<file path="config.mk">
export PLATFORM = sky130hd
export DESIGN_NAME = two_channel_strided_dma_flat
export DESIGN_NICKNAME = d
export VERILOG_FILES = /design/src/rtl/tcsd_pkg.sv /design/src/rtl/tcsd_req_if.sv /design/src/rtl/tcsd_rsp_if.sv /design/src/rtl/two_channel_strided_dma.sv /design/src/rtl/tcsd_core.sv /design/src/rtl/tcsd_res_q.sv /design/src/flat_wrapper.sv
export SDC_FILE = /design/constraint.sdc
export NUM_CORES = 2
export LEC_CHECK = 0
export ABC_AREA = 1
export BUFFER_PORTS_ARGS = -buffer_cell sky130_fd_sc_hd__buf_2
export CORE_UTILIZATION = 57
export DETAILED_ROUTE_END_ITERATION = 8
export GPL_ROUTABILITY_DRIVEN = 0
export PLACE_DENSITY = 0.81
export SLEW_MARGIN = 20
export SYNTH_ARGS = -nofsm -noshare
export SYNTH_HDL_FRONTEND = slang
export SYNTH_SLANG_ARGS = --single-unit
</file>
<file path="constraint.sdc">
create_clock -name clk -period 3.7 [get_ports clk]
set_input_delay 0.555 -clock clk [delete_from_list [all_inputs] [get_ports clk]]
set_output_delay 0.555 -clock clk [all_outputs]
set_load 0.01 [all_outputs]
</file>
<file path="src/rtl/tcsd_pkg.sv">
// ---------------------------------------------------------------------------
// tcsd_pkg: shared types and constants of the two-channel strided DMA
// Opcodes, result kinds, register map and the result record that travels
// from the segment engine to the result queue.
// ---------------------------------------------------------------------------
package tcsd_pkg;

	// Field widths of the two channels
	localparam int OPCODE_W = 2;
	localparam int INDEX_W  = 5;
	localparam int DATA_W   = 32;
	localparam int KIND_W   = 2;
	localparam int BLEN_W   = 19;

	// Default configuration
	localparam int DEF_SEG_LEN_BITS   = 16;
	localparam int DEF_SEG_COUNT_BITS = 16;
	localparam int DEF_ADDR_BITS      = 32;

	// Number of channels and pending bits
	localparam int NUM_CH  = 2;
	localparam int IRQ_W   = 4;

	// Result queue
	localparam int RQ_DEPTH = 4;
	localparam int RQ_PTR_W = $clog2(RQ_DEPTH);
	localparam int RQ_CNT_W = $clog2(RQ_DEPTH + 1);

	typedef enum logic [OPCODE_W-1:0] {
		OP_WRITE = 2'd0,
		OP_READ  = 2'd1,
		OP_TICK  = 2'd2,
		OP_NOP   = 2'd3
	} op_t;

	typedef enum logic [KIND_W-1:0] {
		KIND_REG  = 2'd0,
		KIND_RD   = 2'd1,
		KIND_WR   = 2'd2,
		KIND_IDLE = 2'd3
	} kind_t;

	// Register map
	localparam logic [INDEX_W-1:0] REG_CTRL     = 5'd0;
	localparam logic [INDEX_W-1:0] REG_STATUS   = 5'd1;
	localparam logic [INDEX_W-1:0] REG_IRQ_EN   = 5'd2;
	localparam logic [INDEX_W-1:0] REG_IRQ_PEND = 5'd3;
	localparam logic [INDEX_W-1:0] REG_CH0_BASE = 5'd4;
	localparam logic [INDEX_W-1:0] REG_CH1_BASE = 5'd11;
	localparam logic [INDEX_W-1:0] REG_LAST     = 5'd17;

	// Offsets inside one channel's register block
	localparam logic [2:0] OFF_SRC        = 3'd0;
	localparam logic [2:0] OFF_DST        = 3'd1;
	localparam logic [2:0] OFF_SEG_LEN    = 3'd2;
	localparam logic [2:0] OFF_SEG_CNT    = 3'd3;
	localparam logic [2:0] OFF_WIDTH      = 3'd4;
	localparam logic [2:0] OFF_SRC_STRIDE = 3'd5;
	localparam logic [2:0] OFF_DST_STRIDE = 3'd6;

	typedef struct packed {
		kind_t              kind;
		logic               channel;
		logic [DATA_W-1:0]  mem_address;
		logic [BLEN_W-1:0]  byte_length;
		logic [DATA_W-1:0]  read_data;
		logic               last;
		logic               irq;
	} res_t;

	// One processed request: one or two results for the queue
	typedef struct packed {
		logic push;
		logic pair;
		res_t first;
		res_t second;
	} push_t;

endpackage

</file>
<file path="src/rtl/tcsd_req_if.sv">
// ---------------------------------------------------------------------------
// tcsd_req_if: request channel of the DMA
// Valid/ready handshake carrying opcode, register index and write data.
// ---------------------------------------------------------------------------
interface tcsd_req_if import tcsd_pkg::*; ();
	logic                valid;
	logic                ready;
	logic [OPCODE_W-1:0] opcode;
	logic [INDEX_W-1:0]  reg_index;
	logic [DATA_W-1:0]   write_data;

	modport source (output valid, output opcode, output reg_index, output write_data,
		input ready);
	modport sink (input valid, input opcode, input reg_index, input write_data,
		output ready);
endinterface

</file>
<file path="src/rtl/tcsd_rsp_if.sv">
// ---------------------------------------------------------------------------
// tcsd_rsp_if: result channel of the DMA
// Valid/ready handshake carrying register replies and memory requests.
// ---------------------------------------------------------------------------
interface tcsd_rsp_if import tcsd_pkg::*; ();
	logic              valid;
	logic              ready;
	logic [KIND_W-1:0] kind;
	logic              channel;
	logic [DATA_W-1:0] mem_address;
	logic [BLEN_W-1:0] byte_length;
	logic [DATA_W-1:0] read_data;
	logic              last;
	logic              irq;

	modport source (output valid, output kind, output channel, output mem_address,
		output byte_length, output read_data, output last, output irq, input ready);
	modport sink (input valid, input kind, input channel, input mem_address,
		input byte_length, input read_data, input last, input irq, output ready);
endinterface

</file>
<file path="src/rtl/two_channel_strided_dma.sv">
// ---------------------------------------------------------------------------
// two_channel_strided_dma: two-channel strided segment DMA controller
// Register file, round-robin segment engine and memory request generator.
//
// Usage:
//   req channel: one request per handshake: register write, register read,
//   or a tick that advances one busy channel by one segment.
//   rsp channel: a register write, read or unused opcode gives one register
//   reply; a tick gives a memory read request followed by a memory write
//   request, or one idle result when no channel is busy. last marks the
//   final result of a request, irq is sampled after the request took effect.
//   The first result passes the input register, then the register state update
//   and result queue write; a full queue holds the request in the input register.
//   Throughput: one request per cycle for single-result requests while the
//   queue has room; ticks with a busy channel give two results, handed out
//   in turn by the one-wide result port of the four-entry result queue.
//   Reset clears all registers, channel state and the queue.
//   When the receiver stalls, the queue fills and req.ready drops; nothing
//   is lost or repeated.
// ---------------------------------------------------------------------------
module two_channel_strided_dma import tcsd_pkg::*; #(
	parameter int SEG_LEN_BITS   = DEF_SEG_LEN_BITS,
	parameter int SEG_COUNT_BITS = DEF_SEG_COUNT_BITS,
	parameter int ADDR_BITS      = DEF_ADDR_BITS
) (
	input  logic     clk,
	input  logic     arst_n,
	tcsd_req_if.sink   req,
	tcsd_rsp_if.source rsp
);

	logic                valid_s1;
	logic [OPCODE_W-1:0] opcode_s1;
	logic [INDEX_W-1:0]  reg_index_s1;
	logic [DATA_W-1:0]   write_data_s1;
	logic                room;
	logic                fire;
	push_t               push;
	res_t                head;

	// Input register advances when its request is processed
	assign fire      = valid_s1 && room;
	assign req.ready = !valid_s1 || fire;

	always_ff @(posedge clk or negedge arst_n) begin
		if (!arst_n) begin
			valid_s1 <= 1'b0;
		end else if (req.ready) begin
			valid_s1 <= req.valid;
		end
	end

	always_ff @(posedge clk) begin
		if (req.ready && req.valid) begin
			opcode_s1     <= req.opcode;
			reg_index_s1  <= req.reg_index;
			write_data_s1 <= req.write_data;
		end
	end

	tcsd_core #(
		.SEG_LEN_BITS   (SEG_LEN_BITS),
		.SEG_COUNT_BITS (SEG_COUNT_BITS),
		.ADDR_BITS      (ADDR_BITS)
	) u_core (
		.clk        (clk),
		.arst_n     (arst_n),
		.fire       (fire),
		.opcode     (opcode_s1),
		.reg_index  (reg_index_s1),
		.write_data (write_data_s1),
		.push       (push)
	);

	tcsd_res_q u_res_q (
		.clk       (clk),
		.arst_n    (arst_n),
		.push      (push),
		.room      (room),
		.out_valid (rsp.valid),
		.out_ready (rsp.ready),
		.out_res   (head)
	);

	// Result fields
	assign rsp.kind        = head.kind;
	assign rsp.channel     = head.channel;
	assign rsp.mem_address = head.mem_address;
	assign rsp.byte_length = head.byte_length;
	assign rsp.read_data   = head.read_data;
	assign rsp.last        = head.last;
	assign rsp.irq         = head.irq;

endmodule

</file>
<file path="src/rtl/tcsd_core.sv">
// ---------------------------------------------------------------------------
// tcsd_core: register file and segment engine
// Applies one request per cycle, when fire is high, to the registers and
// channel state and forms the one or two results it causes.
// ---------------------------------------------------------------------------
module tcsd_core import tcsd_pkg::*; #(
	parameter int SEG_LEN_BITS   = DEF_SEG_LEN_BITS,
	parameter int SEG_COUNT_BITS = DEF_SEG_COUNT_BITS,
	parameter int ADDR_BITS      = DEF_ADDR_BITS
) (
	input  logic                clk,
	input  logic                arst_n,
	input  logic                fire,
	input  logic [OPCODE_W-1:0] opcode,
	input  logic [INDEX_W-1:0]  reg_index,
	input  logic [DATA_W-1:0]   write_data,
	output push_t               push
);

	// Current addresses wrap at the smaller of the address width and 32 bits
	localparam int CUR_W = (ADDR_BITS < 32) ? ADDR_BITS : 32;
	localparam int SH_W  = (SEG_LEN_BITS + 3 > BLEN_W) ? SEG_LEN_BITS + 3 : BLEN_W;

	// Per-channel configuration
	logic [DATA_W-1:0]         src_start_q  [NUM_CH];
	logic [DATA_W-1:0]         dst_start_q  [NUM_CH];
	logic [SEG_LEN_BITS-1:0]   seg_len_q    [NUM_CH];
	logic [SEG_COUNT_BITS-1:0] seg_cnt_q    [NUM_CH];
	logic [1:0]                width_q      [NUM_CH];
	logic [DATA_W-1:0]         src_stride_q [NUM_CH];
	logic [DATA_W-1:0]         dst_stride_q [NUM_CH];

	// Transfer state
	logic [CUR_W-1:0]          cur_src_q  [NUM_CH];
	logic [CUR_W-1:0]          cur_dst_q  [NUM_CH];
	logic [SEG_COUNT_BITS-1:0] segs_q     [NUM_CH];
	logic [NUM_CH-1:0]         busy_q;
	logic [IRQ_W-1:0]          irq_en_q;
	logic [IRQ_W-1:0]          irq_pend_q;
	logic                      rr_q;

	// Next-state values
	logic [CUR_W-1:0]          cur_src_d [NUM_CH];
	logic [CUR_W-1:0]          cur_dst_d [NUM_CH];
	logic [SEG_COUNT_BITS-1:0] segs_d    [NUM_CH];
	logic [NUM_CH-1:0]         busy_d;
	logic [IRQ_W-1:0]          irq_en_d;
	logic [IRQ_W-1:0]          irq_pend_d;
	logic                      rr_d;

	op_t                       op;
	logic                      ch_hit;
	logic                      ch_sel;
	logic [INDEX_W-1:0]        ch_rel;
	logic [2:0]                ch_off;
	logic                      is_write;
	logic                      tick_act;
	logic                      tc;
	logic [SEG_COUNT_BITS:0]   segs_inc;
	logic [SH_W-1:0]           shifted;
	logic [BLEN_W-1:0]         blen;
	logic [DATA_W-1:0]         rd_val;
	logic                      irq_now;

	assign op       = op_t'(opcode);
	assign is_write = fire && (op == OP_WRITE);

	// Channel register decode
	always_comb begin
		ch_hit = 1'b0;
		ch_sel = 1'b0;
		ch_rel = '0;
		if (reg_index >= REG_CH0_BASE && reg_index < REG_CH1_BASE) begin
			ch_hit = 1'b1;
			ch_rel = reg_index - REG_CH0_BASE;
		end else if (reg_index >= REG_CH1_BASE && reg_index <= REG_LAST) begin
			ch_hit = 1'b1;
			ch_sel = 1'b1;
			ch_rel = reg_index - REG_CH1_BASE;
		end
		ch_off = ch_rel[2:0];
	end

	// Tick arbitration: round-robin pointer first, else the other channel
	assign tick_act = fire && (op == OP_TICK) && (busy_q != '0);
	assign tc       = busy_q[rr_q] ? rr_q : ~rr_q;
	assign segs_inc = {1'b0, segs_q[tc]} + 1'b1;

	// Segment byte length, cut to the result field
	assign shifted = SH_W'(seg_len_q[tc]) << width_q[tc];
	assign blen    = shifted[BLEN_W-1:0];

	// Next state of transfers and interrupts
	always_comb begin
		busy_d     = busy_q;
		irq_en_d   = irq_en_q;
		irq_pend_d = irq_pend_q;
		rr_d       = rr_q;
		for (int i = 0; i < NUM_CH; i++) begin
			cur_src_d[i] = cur_src_q[i];
			cur_dst_d[i] = cur_dst_q[i];
			segs_d[i]    = segs_q[i];
		end
		if (is_write) begin
			if (reg_index == REG_IRQ_EN) begin
				irq_en_d = write_data[IRQ_W-1:0];
			end else if (reg_index == REG_IRQ_PEND) begin
				irq_pend_d = write_data[IRQ_W-1:0];
			end else if (reg_index == REG_CTRL) begin
				for (int i = 0; i < NUM_CH; i++) begin
					if (write_data[i] && !busy_q[i]) begin
						cur_src_d[i] = src_start_q[i][CUR_W-1:0];
						cur_dst_d[i] = dst_start_q[i][CUR_W-1:0];
						segs_d[i]    = '0;
						if (seg_cnt_q[i] == '0) begin
							// empty transfer completes at once
							if (irq_en_q[2*i+1]) irq_pend_d[2*i+1] = 1'b1;
						end else begin
							busy_d[i] = 1'b1;
						end
					end
				end
			end
		end
		if (tick_act) begin
			rr_d = ~tc;
			for (int i = 0; i < NUM_CH; i++) begin
				if (tc == i[0]) begin
					cur_src_d[i] = cur_src_q[i] + src_stride_q[i][CUR_W-1:0];
					cur_dst_d[i] = cur_dst_q[i] + dst_stride_q[i][CUR_W-1:0];
					segs_d[i]    = segs_inc[SEG_COUNT_BITS-1:0];
					if (irq_en_q[2*i]) irq_pend_d[2*i] = 1'b1;
					// count is read live, so a lowered count also ends it
					if (segs_inc >= {1'b0, seg_cnt_q[i]}) begin
						busy_d[i] = 1'b0;
						if (irq_en_q[2*i+1]) irq_pend_d[2*i+1] = 1'b1;
					end
				end
			end
		end
	end

	assign irq_now = |(irq_en_d & irq_pend_d);

	// Register read mux
	always_comb begin
		rd_val = '0;
		if (reg_index == REG_STATUS) begin
			rd_val = DATA_W'(busy_q);
		end else if (reg_index == REG_IRQ_EN) begin
			rd_val = DATA_W'(irq_en_q);
		end else if (reg_index == REG_IRQ_PEND) begin
			rd_val = DATA_W'(irq_pend_q);
		end else if (ch_hit) begin
			unique case (ch_off)
				OFF_SRC:        rd_val = src_start_q[ch_sel];
				OFF_DST:        rd_val = dst_start_q[ch_sel];
				OFF_SEG_LEN:    rd_val = DATA_W'(seg_len_q[ch_sel]);
				OFF_SEG_CNT:    rd_val = DATA_W'(seg_cnt_q[ch_sel]);
				OFF_WIDTH:      rd_val = DATA_W'(width_q[ch_sel]);
				OFF_SRC_STRIDE: rd_val = src_stride_q[ch_sel];
				OFF_DST_STRIDE: rd_val = dst_stride_q[ch_sel];
				default:        rd_val = '0;
			endcase
		end
	end

	// Result formation
	always_comb begin
		push.push   = fire;
		push.pair   = 1'b0;
		push.first  = '{kind: KIND_REG, channel: 1'b0, mem_address: '0, byte_length: '0,
			read_data: '0, last: 1'b1, irq: irq_now};
		push.second = push.first;
		unique case (op)
			OP_READ: begin
				push.first.read_data = rd_val;
			end
			OP_TICK: begin
				if (tick_act) begin
					push.pair               = 1'b1;
					push.first.kind         = KIND_RD;
					push.first.channel      = tc;
					push.first.mem_address  = DATA_W'(cur_src_q[tc]);
					push.first.byte_length  = blen;
					push.first.last         = 1'b0;
					push.second.kind        = KIND_WR;
					push.second.channel     = tc;
					push.second.mem_address = DATA_W'(cur_dst_q[tc]);
					push.second.byte_length = blen;
				end else begin
					push.first.kind = KIND_IDLE;
				end
			end
			OP_WRITE, OP_NOP: begin
			end
			default: begin
			end
		endcase
	end

	// Channel configuration registers
	always_ff @(posedge clk or negedge arst_n) begin
		if (!arst_n) begin
			for (int i = 0; i < NUM_CH; i++) begin
				src_start_q[i]  <= '0;
				dst_start_q[i]  <= '0;
				seg_len_q[i]    <= '0;
				seg_cnt_q[i]    <= '0;
				width_q[i]      <= '0;
				src_stride_q[i] <= '0;
				dst_stride_q[i] <= '0;
			end
		end else if (is_write && ch_hit) begin
			unique case (ch_off)
				OFF_SRC:        src_start_q[ch_sel]  <= write_data;
				OFF_DST:        dst_start_q[ch_sel]  <= write_data;
				OFF_SEG_LEN:    seg_len_q[ch_sel]    <= write_data[SEG_LEN_BITS-1:0];
				OFF_SEG_CNT:    seg_cnt_q[ch_sel]    <= write_data[SEG_COUNT_BITS-1:0];
				OFF_WIDTH:      width_q[ch_sel]      <= write_data[1:0];
				OFF_SRC_STRIDE: src_stride_q[ch_sel] <= write_data;
				OFF_DST_STRIDE: dst_stride_q[ch_sel] <= write_data;
				default: begin
				end
			endcase
		end
	end

	// Transfer and interrupt state
	always_ff @(posedge clk or negedge arst_n) begin
		if (!arst_n) begin
			busy_q     <= '0;
			irq_en_q   <= '0;
			irq_pend_q <= '0;
			rr_q       <= 1'b0;
			for (int i = 0; i < NUM_CH; i++) begin
				cur_src_q[i] <= '0;
				cur_dst_q[i] <= '0;
				segs_q[i]    <= '0;
			end
		end else if (fire) begin
			busy_q     <= busy_d;
			irq_en_q   <= irq_en_d;
			irq_pend_q <= irq_pend_d;
			rr_q       <= rr_d;
			for (int i = 0; i < NUM_CH; i++) begin
				cur_src_q[i] <= cur_src_d[i];
				cur_dst_q[i] <= cur_dst_d[i];
				segs_q[i]    <= segs_d[i];
			end
		end
	end

endmodule

</file>
<file path="src/rtl/tcsd_res_q.sv">
// ---------------------------------------------------------------------------
// tcsd_res_q: result queue
// Small queue taking one or two results per cycle and handing out one.
// ---------------------------------------------------------------------------
module tcsd_res_q import tcsd_pkg::*; (
	input  logic  clk,
	input  logic  arst_n,
	input  push_t push,
	output logic  room,
	output logic  out_valid,
	input  logic  out_ready,
	output res_t  out_res
);

	res_t                mem_q [RQ_DEPTH];
	logic [RQ_PTR_W-1:0] wr_ptr_q;
	logic [RQ_PTR_W-1:0] rd_ptr_q;
	logic [RQ_CNT_W-1:0] count_q;
	logic [RQ_PTR_W-1:0] wr_ptr_nx;
	logic                pop;
	logic [RQ_CNT_W-1:0] push_n;

	// Room for a full result pair
	assign room      = (count_q <= RQ_CNT_W'(RQ_DEPTH - 2));
	assign out_valid = (count_q != '0);
	assign out_res   = mem_q[rd_ptr_q];
	assign pop       = out_valid && out_ready;
	assign wr_ptr_nx = wr_ptr_q + 1'b1;
	assign push_n    = !push.push ? RQ_CNT_W'(0) : (push.pair ? RQ_CNT_W'(2) : RQ_CNT_W'(1));

	// Storage
	always_ff @(posedge clk) begin
		if (push.push) begin
			mem_q[wr_ptr_q] <= push.first;
			if (push.pair) mem_q[wr_ptr_nx] <= push.second;
		end
	end

	// Pointers and fill count
	always_ff @(posedge clk or negedge arst_n) begin
		if (!arst_n) begin
			wr_ptr_q <= '0;
			rd_ptr_q <= '0;
			count_q  <= '0;
		end else begin
			wr_ptr_q <= wr_ptr_q + RQ_PTR_W'(push_n);
			if (pop) rd_ptr_q <= rd_ptr_q + 1'b1;
			count_q  <= count_q + push_n - RQ_CNT_W'(pop);
		end
	end

endmodule
</file>
<file path="src/flat_wrapper.sv">
// flat-port wrapper written by rule: the top's interface ports become plain ports
module two_channel_strided_dma_flat import tcsd_pkg::*;
#(
	parameter int SEG_LEN_BITS   = DEF_SEG_LEN_BITS,
	parameter int SEG_COUNT_BITS = DEF_SEG_COUNT_BITS,
	parameter int ADDR_BITS      = DEF_ADDR_BITS
)
  (clk, arst_n, req_valid, req_opcode, req_reg_index, req_write_data, req_ready, rsp_valid, rsp_kind, rsp_channel, rsp_mem_address, rsp_byte_length, rsp_read_data, rsp_last, rsp_irq, rsp_ready);
  tcsd_req_if req_i ();
  tcsd_rsp_if rsp_i ();
  input  logic clk;
  input  logic arst_n;
  input wire logic [$bits(req_i.valid)-1:0] req_valid;
  input wire logic [$bits(req_i.opcode)-1:0] req_opcode;
  input wire logic [$bits(req_i.reg_index)-1:0] req_reg_index;
  input wire logic [$bits(req_i.write_data)-1:0] req_write_data;
  output wire logic [$bits(req_i.ready)-1:0] req_ready;
  output wire logic [$bits(rsp_i.valid)-1:0] rsp_valid;
  output wire logic [$bits(rsp_i.kind)-1:0] rsp_kind;
  output wire logic [$bits(rsp_i.channel)-1:0] rsp_channel;
  output wire logic [$bits(rsp_i.mem_address)-1:0] rsp_mem_address;
  output wire logic [$bits(rsp_i.byte_length)-1:0] rsp_byte_length;
  output wire logic [$bits(rsp_i.read_data)-1:0] rsp_read_data;
  output wire logic [$bits(rsp_i.last)-1:0] rsp_last;
  output wire logic [$bits(rsp_i.irq)-1:0] rsp_irq;
  input wire logic [$bits(rsp_i.ready)-1:0] rsp_ready;
  assign req_i.valid = req_valid;
  assign req_i.opcode = req_opcode;
  assign req_i.reg_index = req_reg_index;
  assign req_i.write_data = req_write_data;
  assign req_ready = req_i.ready;
  assign rsp_valid = rsp_i.valid;
  assign rsp_kind = rsp_i.kind;
  assign rsp_channel = rsp_i.channel;
  assign rsp_mem_address = rsp_i.mem_address;
  assign rsp_byte_length = rsp_i.byte_length;
  assign rsp_read_data = rsp_i.read_data;
  assign rsp_last = rsp_i.last;
  assign rsp_irq = rsp_i.irq;
  assign rsp_i.ready = rsp_ready;
  two_channel_strided_dma #(.SEG_LEN_BITS(SEG_LEN_BITS), .SEG_COUNT_BITS(SEG_COUNT_BITS), .ADDR_BITS(ADDR_BITS)) u_core (.clk(clk), .arst_n(arst_n), .req(req_i), .rsp(rsp_i));
endmodule
</file>
==> results_tabular.tex <==
\begin{tabular}{lr}
\hline
Metric & Value \\
\hline
\multicolumn{2}{l}{\textbf{Global routing}} \\
Final global-route overflow total & 0 \\
Number of global-route vias before repair & between 40000 and 50000 \\
Overall routing resource usage & 37.76\% \\
Pin count of the biggest net entering global routing & 179 \\
Global-route wire length before repair & roughly 250000 um \\
Number of antenna violations at the first check in global routing & 4 \\
\multicolumn{2}{l}{\textbf{Detailed routing}} \\
Post-detailed-routing wire length & roughly 170000 um \\
Average vias per placed instance & 6.331 \\
Average wire per standard cell & 22.31 um \\
Vias after detailed routing & roughly 47000 \\
Starting DRC count in detailed routing & 6729 \\
Post-detailed-route DRC marker count & 0 \\
Detailed-router iteration count before antenna repair & 9 \\
Post-detailed-route count of antenna-violating nets & 0 \\
\multicolumn{2}{l}{\textbf{Floorplanning}} \\
Placeable core region & 0.08501 sq mm \\
Horizontal extent of the die & 294.9 um \\
Vertical die dimension & 294.9 um \\
Count of standard-cell rows & between 100 and 150 \\
Initial Util & between 50\% and 60\% \\
Area enclosed by the die boundary & about 0.087 sq mm \\
Number of I/O pins & 133 \\
\multicolumn{2}{l}{\textbf{CTS}} \\
H-tree depth & 3 \\
CTS tree & done \\
Maximum clock insertion buffer count & 3 \\
CTS Buf Count & 95 \\
Sink count of the clock tree & 894 \\
Insertion delay of the later-clocked pin in the worst-skew pair & 0.72 ns \\
Worst-path clk slew & 0.06 ns \\
Root cell of the clock tree & sky130\_fd\_sc\_hd\_\_clkbuf\_16 \\
\multicolumn{2}{l}{\textbf{Timing}} \\
RSZ-0062 raised after global routing & true \\
Number of slew-limit violations in the final report & 0 \\
Clock skew after layout & 0.06269 ns \\
Worst setup margin & -0.1820 ns \\
Rel. slew slack & between 20\% and 30\% \\
Measured slew at the worst slew-check pin & 1.101 ns \\
Setup violators final & 4 \\
Sum of negative setup slack & -0.6678 ns \\
Period minus WS final & 3.882 ns \\
Count of endpoints failing hold in the final timing report & 0 \\
Final clock period utilization by the worst path & 104.9\% \\
Achievable frequency & 257.6 MHz \\
\multicolumn{2}{l}{\textbf{Setup path}} \\
Largest fanout on the critical path & 6 \\
Family of cells with the greatest summed delay on the critical path & simple AND/OR/NAND/NOR gates \\
Kind of start point of the critical path & register \\
Worst path buffer plus inverter count & 4 \\
Arrival time at the worst endpoint & 4.35 ns \\
Data required, critical path & 4.16 ns \\
Max incr delay on CP & 0.41 ns \\
Cell with the most instances on the worst path & sky130\_fd\_sc\_hd\_\_nand2\_1 \\
Type of destination of the critical path & register \\
Standard cell with the maximum stage delay on the critical path & sky130\_fd\_sc\_hd\_\_dfrtp\_1 \\
Critical path class & register to register \\
\multicolumn{2}{l}{\textbf{Synth}} \\
Top-area cell type share of the netlist area & 25.75\% \\
Synth Flop Type & sky130\_fd\_sc\_hd\_\_dfrtp\_1 \\
Number of synthesis warnings & 0 \\
Number of synthesized flops with an enable pin & 255 \\
Synth Net Count & 6321 \\
Top cell type by total area after synthesis & sky130\_fd\_sc\_hd\_\_dfrtp\_1 \\
Post-synthesis cell count & 6108 \\
Most common cell in the synthesized netlist & sky130\_fd\_sc\_hd\_\_nand2\_1 \\
Most area-consuming cells after synthesis & sky130\_fd\_sc\_hd\_\_dfrtp\_1 (26\%), sky130\_fd\_sc\_hd\_\_edfxtp\_1 (16\%), sky130\_fd\_sc\_hd\_\_nand2\_1 (12\%), sky130\_fd\_sc\_hd\_\_o21ai\_0 (9.0\%), sky130\_fd\_sc\_hd\_\_dfxtp\_1 (5.6\%) \\
Post-Synthesis Mean Instance Area & 8.004 sq um \\
Share of the yosys chip area belonging to registers & 46.98\% \\
Netlist area before placement & 0.04889 sq mm \\
Fraction of synthesis flops using an asynchronous set or reset pin & 56.26\% \\
Count of cell types in the netlist & 67 \\
FF+latch count, synth & about 890 \\
Top cells by count, synth & sky130\_fd\_sc\_hd\_\_nand2\_1 (1511), sky130\_fd\_sc\_hd\_\_o21ai\_0 (875), sky130\_fd\_sc\_hd\_\_nor2\_1 (517) \\
\multicolumn{2}{l}{\textbf{Layout}} \\
Signed area change from the synthesized netlist to the final layout & 13.43\% \\
Inserted Diodes & 0 \\
Ratio of cells with drive above 1 in the final layout & 10.50\% \\
Number of nets in the final layout & around 6400 \\
\multicolumn{2}{l}{\textbf{Place}} \\
Placed wire-length estimate after detailed placement & between 100000 and 150000 um \\
Port Buffer Count & $\sim$130 \\
\multicolumn{2}{l}{\textbf{Pwr}} \\
Post-layout power & 42530 uW \\
Maximum vdd drop & 0.8207 mV \\
Power density over the cells & 766.9 mW/mm\^{}2 \\
Leakage power of the design & 0.02449 uW \\
\multicolumn{2}{l}{\textbf{Job}} \\
Maxcap violations & 0 \\
\multicolumn{2}{l}{\textbf{Hold path}} \\
Kind of path behind the tightest hold check & input port to register \\
\multicolumn{2}{l}{\textbf{Status}} \\
Violated checks & setup timing \\
Run status & complete, but fails checks \\
\hline
\end{tabular}
-- sequential cells by signal, indices dropped and copies added, names as in the netlist, 3 cells and up --
register and flops:
u_core.u_res_q.mem_q 352, u_core.u_core.src_stride_q 64, u_core.u_core.seg_len_q 32, u_core.u_core.irq_pend_q 4, u_core.reg_index_s1 5, u_core.u_core.irq_en_q 4
u_core.write_data_s1 32, u_core.u_core.cur_src_q 64, u_core.u_core.segs_q 32, u_core.u_res_q.count_q 3, u_core.u_core.src_start_q 64, u_core.u_core.cur_dst_q 64
u_core.u_core.seg_cnt_q 32, u_core.u_core.dst_stride_q 64, u_core.u_core.dst_start_q 64, u_core.u_core.width_q 4
-- stage by stage --
| step | hold WS (ns) | instances | area, sq um | utilization (%) | worst slack, ns |
|---|---|---|---|---|---|
| floorplan | 0.2594 | 6108 | 48890 | - | 0.2273 |
| global placement | 0.4309 | 7246 | 51440 | 60.51 | 0.06038 |
| detailed placement | 0.4338 | 7246 | 51440 | 60.51 | -0.06110 |
| CTS | 0.001738 | 7448 | 55170 | 64.90 | 0.01883 |
| global route | 0.01370 | 7458 | 55450 | 65.23 | -0.3646 |
| finish | 0.01720 | 7458 | 55450 | 65.23 | -0.1820 |
-- power breakdown --
part	leakage, uW	internal [uW]	switching [uW]
Combinational	0.0126	5420	12300
Sequential	0.0102	12600	1830
Clock	0.00170	6070	4260
-- final cells by class --
class,instances,area (sq um)
tap,1144,1431
multi-input combinational,4391,23000
inverter,496,1871
clock inverter,37,546.8
clock buffer,142,2908
sequential,894,22970
fill,6689,29560
timing repair buffer,354,2723
-- path summary, 6_finish.rpt --
check / from / to / slack, ns / cells after the start
max: u_core.u_core.rr_q / u_core.u_res_q.mem_q[0][0] / -0.18 / 26
min: req_write_data[25] / u_core.write_data_s1[25] / 0.02 / 1
max reg2reg: u_core.u_core.rr_q / u_core.u_res_q.mem_q[0][0] / -0.18 / 26
min reg2reg: u_core.u_res_q.mem_q[1][9] / u_core.u_res_q.mem_q[1][9] / 0.45 / 2
max in group asynchronous: arst_n / u_core.u_core.dst_start_q[36] / 2.17 / 4
min in group asynchronous: arst_n / u_core.u_core.dst_start_q[57] / 0.41 / 2
-- per-layer routing --
layer / track usage (%) / up-vias / routed length [um]
met5: 0 / - / 41
met4: 18.46 / 6 / 8606
met3: 12.52 / 610 / 24490
met2: 56.50 / 3361 / 71940
met1: 49.05 / 22070 / 61320
li1: - / 21170 / -
-- what timing repair did --
item	4_1_cts	5_1_grt
pin swaps	6	22
setup buffers	4	9
cloned	2	1
resized for setup	9	43
endpoints found under the setup margin	4	7
hold buffers	17	0
hold endpoints to repair	78	0
-- layout by cell type, fill, tap and decap left out, types with 103 or more instances in the layout --
| master | netlist | final |
|---|---|---|
| sky130_fd_sc_hd__dfrtp_1 | 503 | 501 |
| sky130_fd_sc_hd__a21oi_1 | 310 | 306 |
| sky130_fd_sc_hd__nand2_1 | 1511 | 1494 |
| sky130_fd_sc_hd__nor2_1 | 517 | 510 |
| sky130_fd_sc_hd__buf_4 | 6 | 179 |
| sky130_fd_sc_hd__dfxtp_1 | 136 | 136 |
| sky130_fd_sc_hd__clkbuf_16 | 0 | 103 |
| sky130_fd_sc_hd__buf_2 | 83 | 131 |
| sky130_fd_sc_hd__ha_1 | 165 | 159 |
| sky130_fd_sc_hd__o21ai_0 | 875 | 873 |
| sky130_fd_sc_hd__o22ai_1 | 211 | 211 |
| sky130_fd_sc_hd__inv_1 | 479 | 469 |
| sky130_fd_sc_hd__nand3_1 | 132 | 131 |
| sky130_fd_sc_hd__edfxtp_1 | 255 | 255 |
-- kinds of logic after synthesis --
family	count (synthesis)	synth area share (%)
AOI/OAI and AO/OA	1811	21.52
xor gates and xnor gates	39	0.7141
adders and majority gates	170	4.428
buffers and inverters	824	6.601
DFF	894	46.98
muxes	5	0.1024
and+or+nand+nor	2365	19.66
Power figures use the tool's default switching activity.
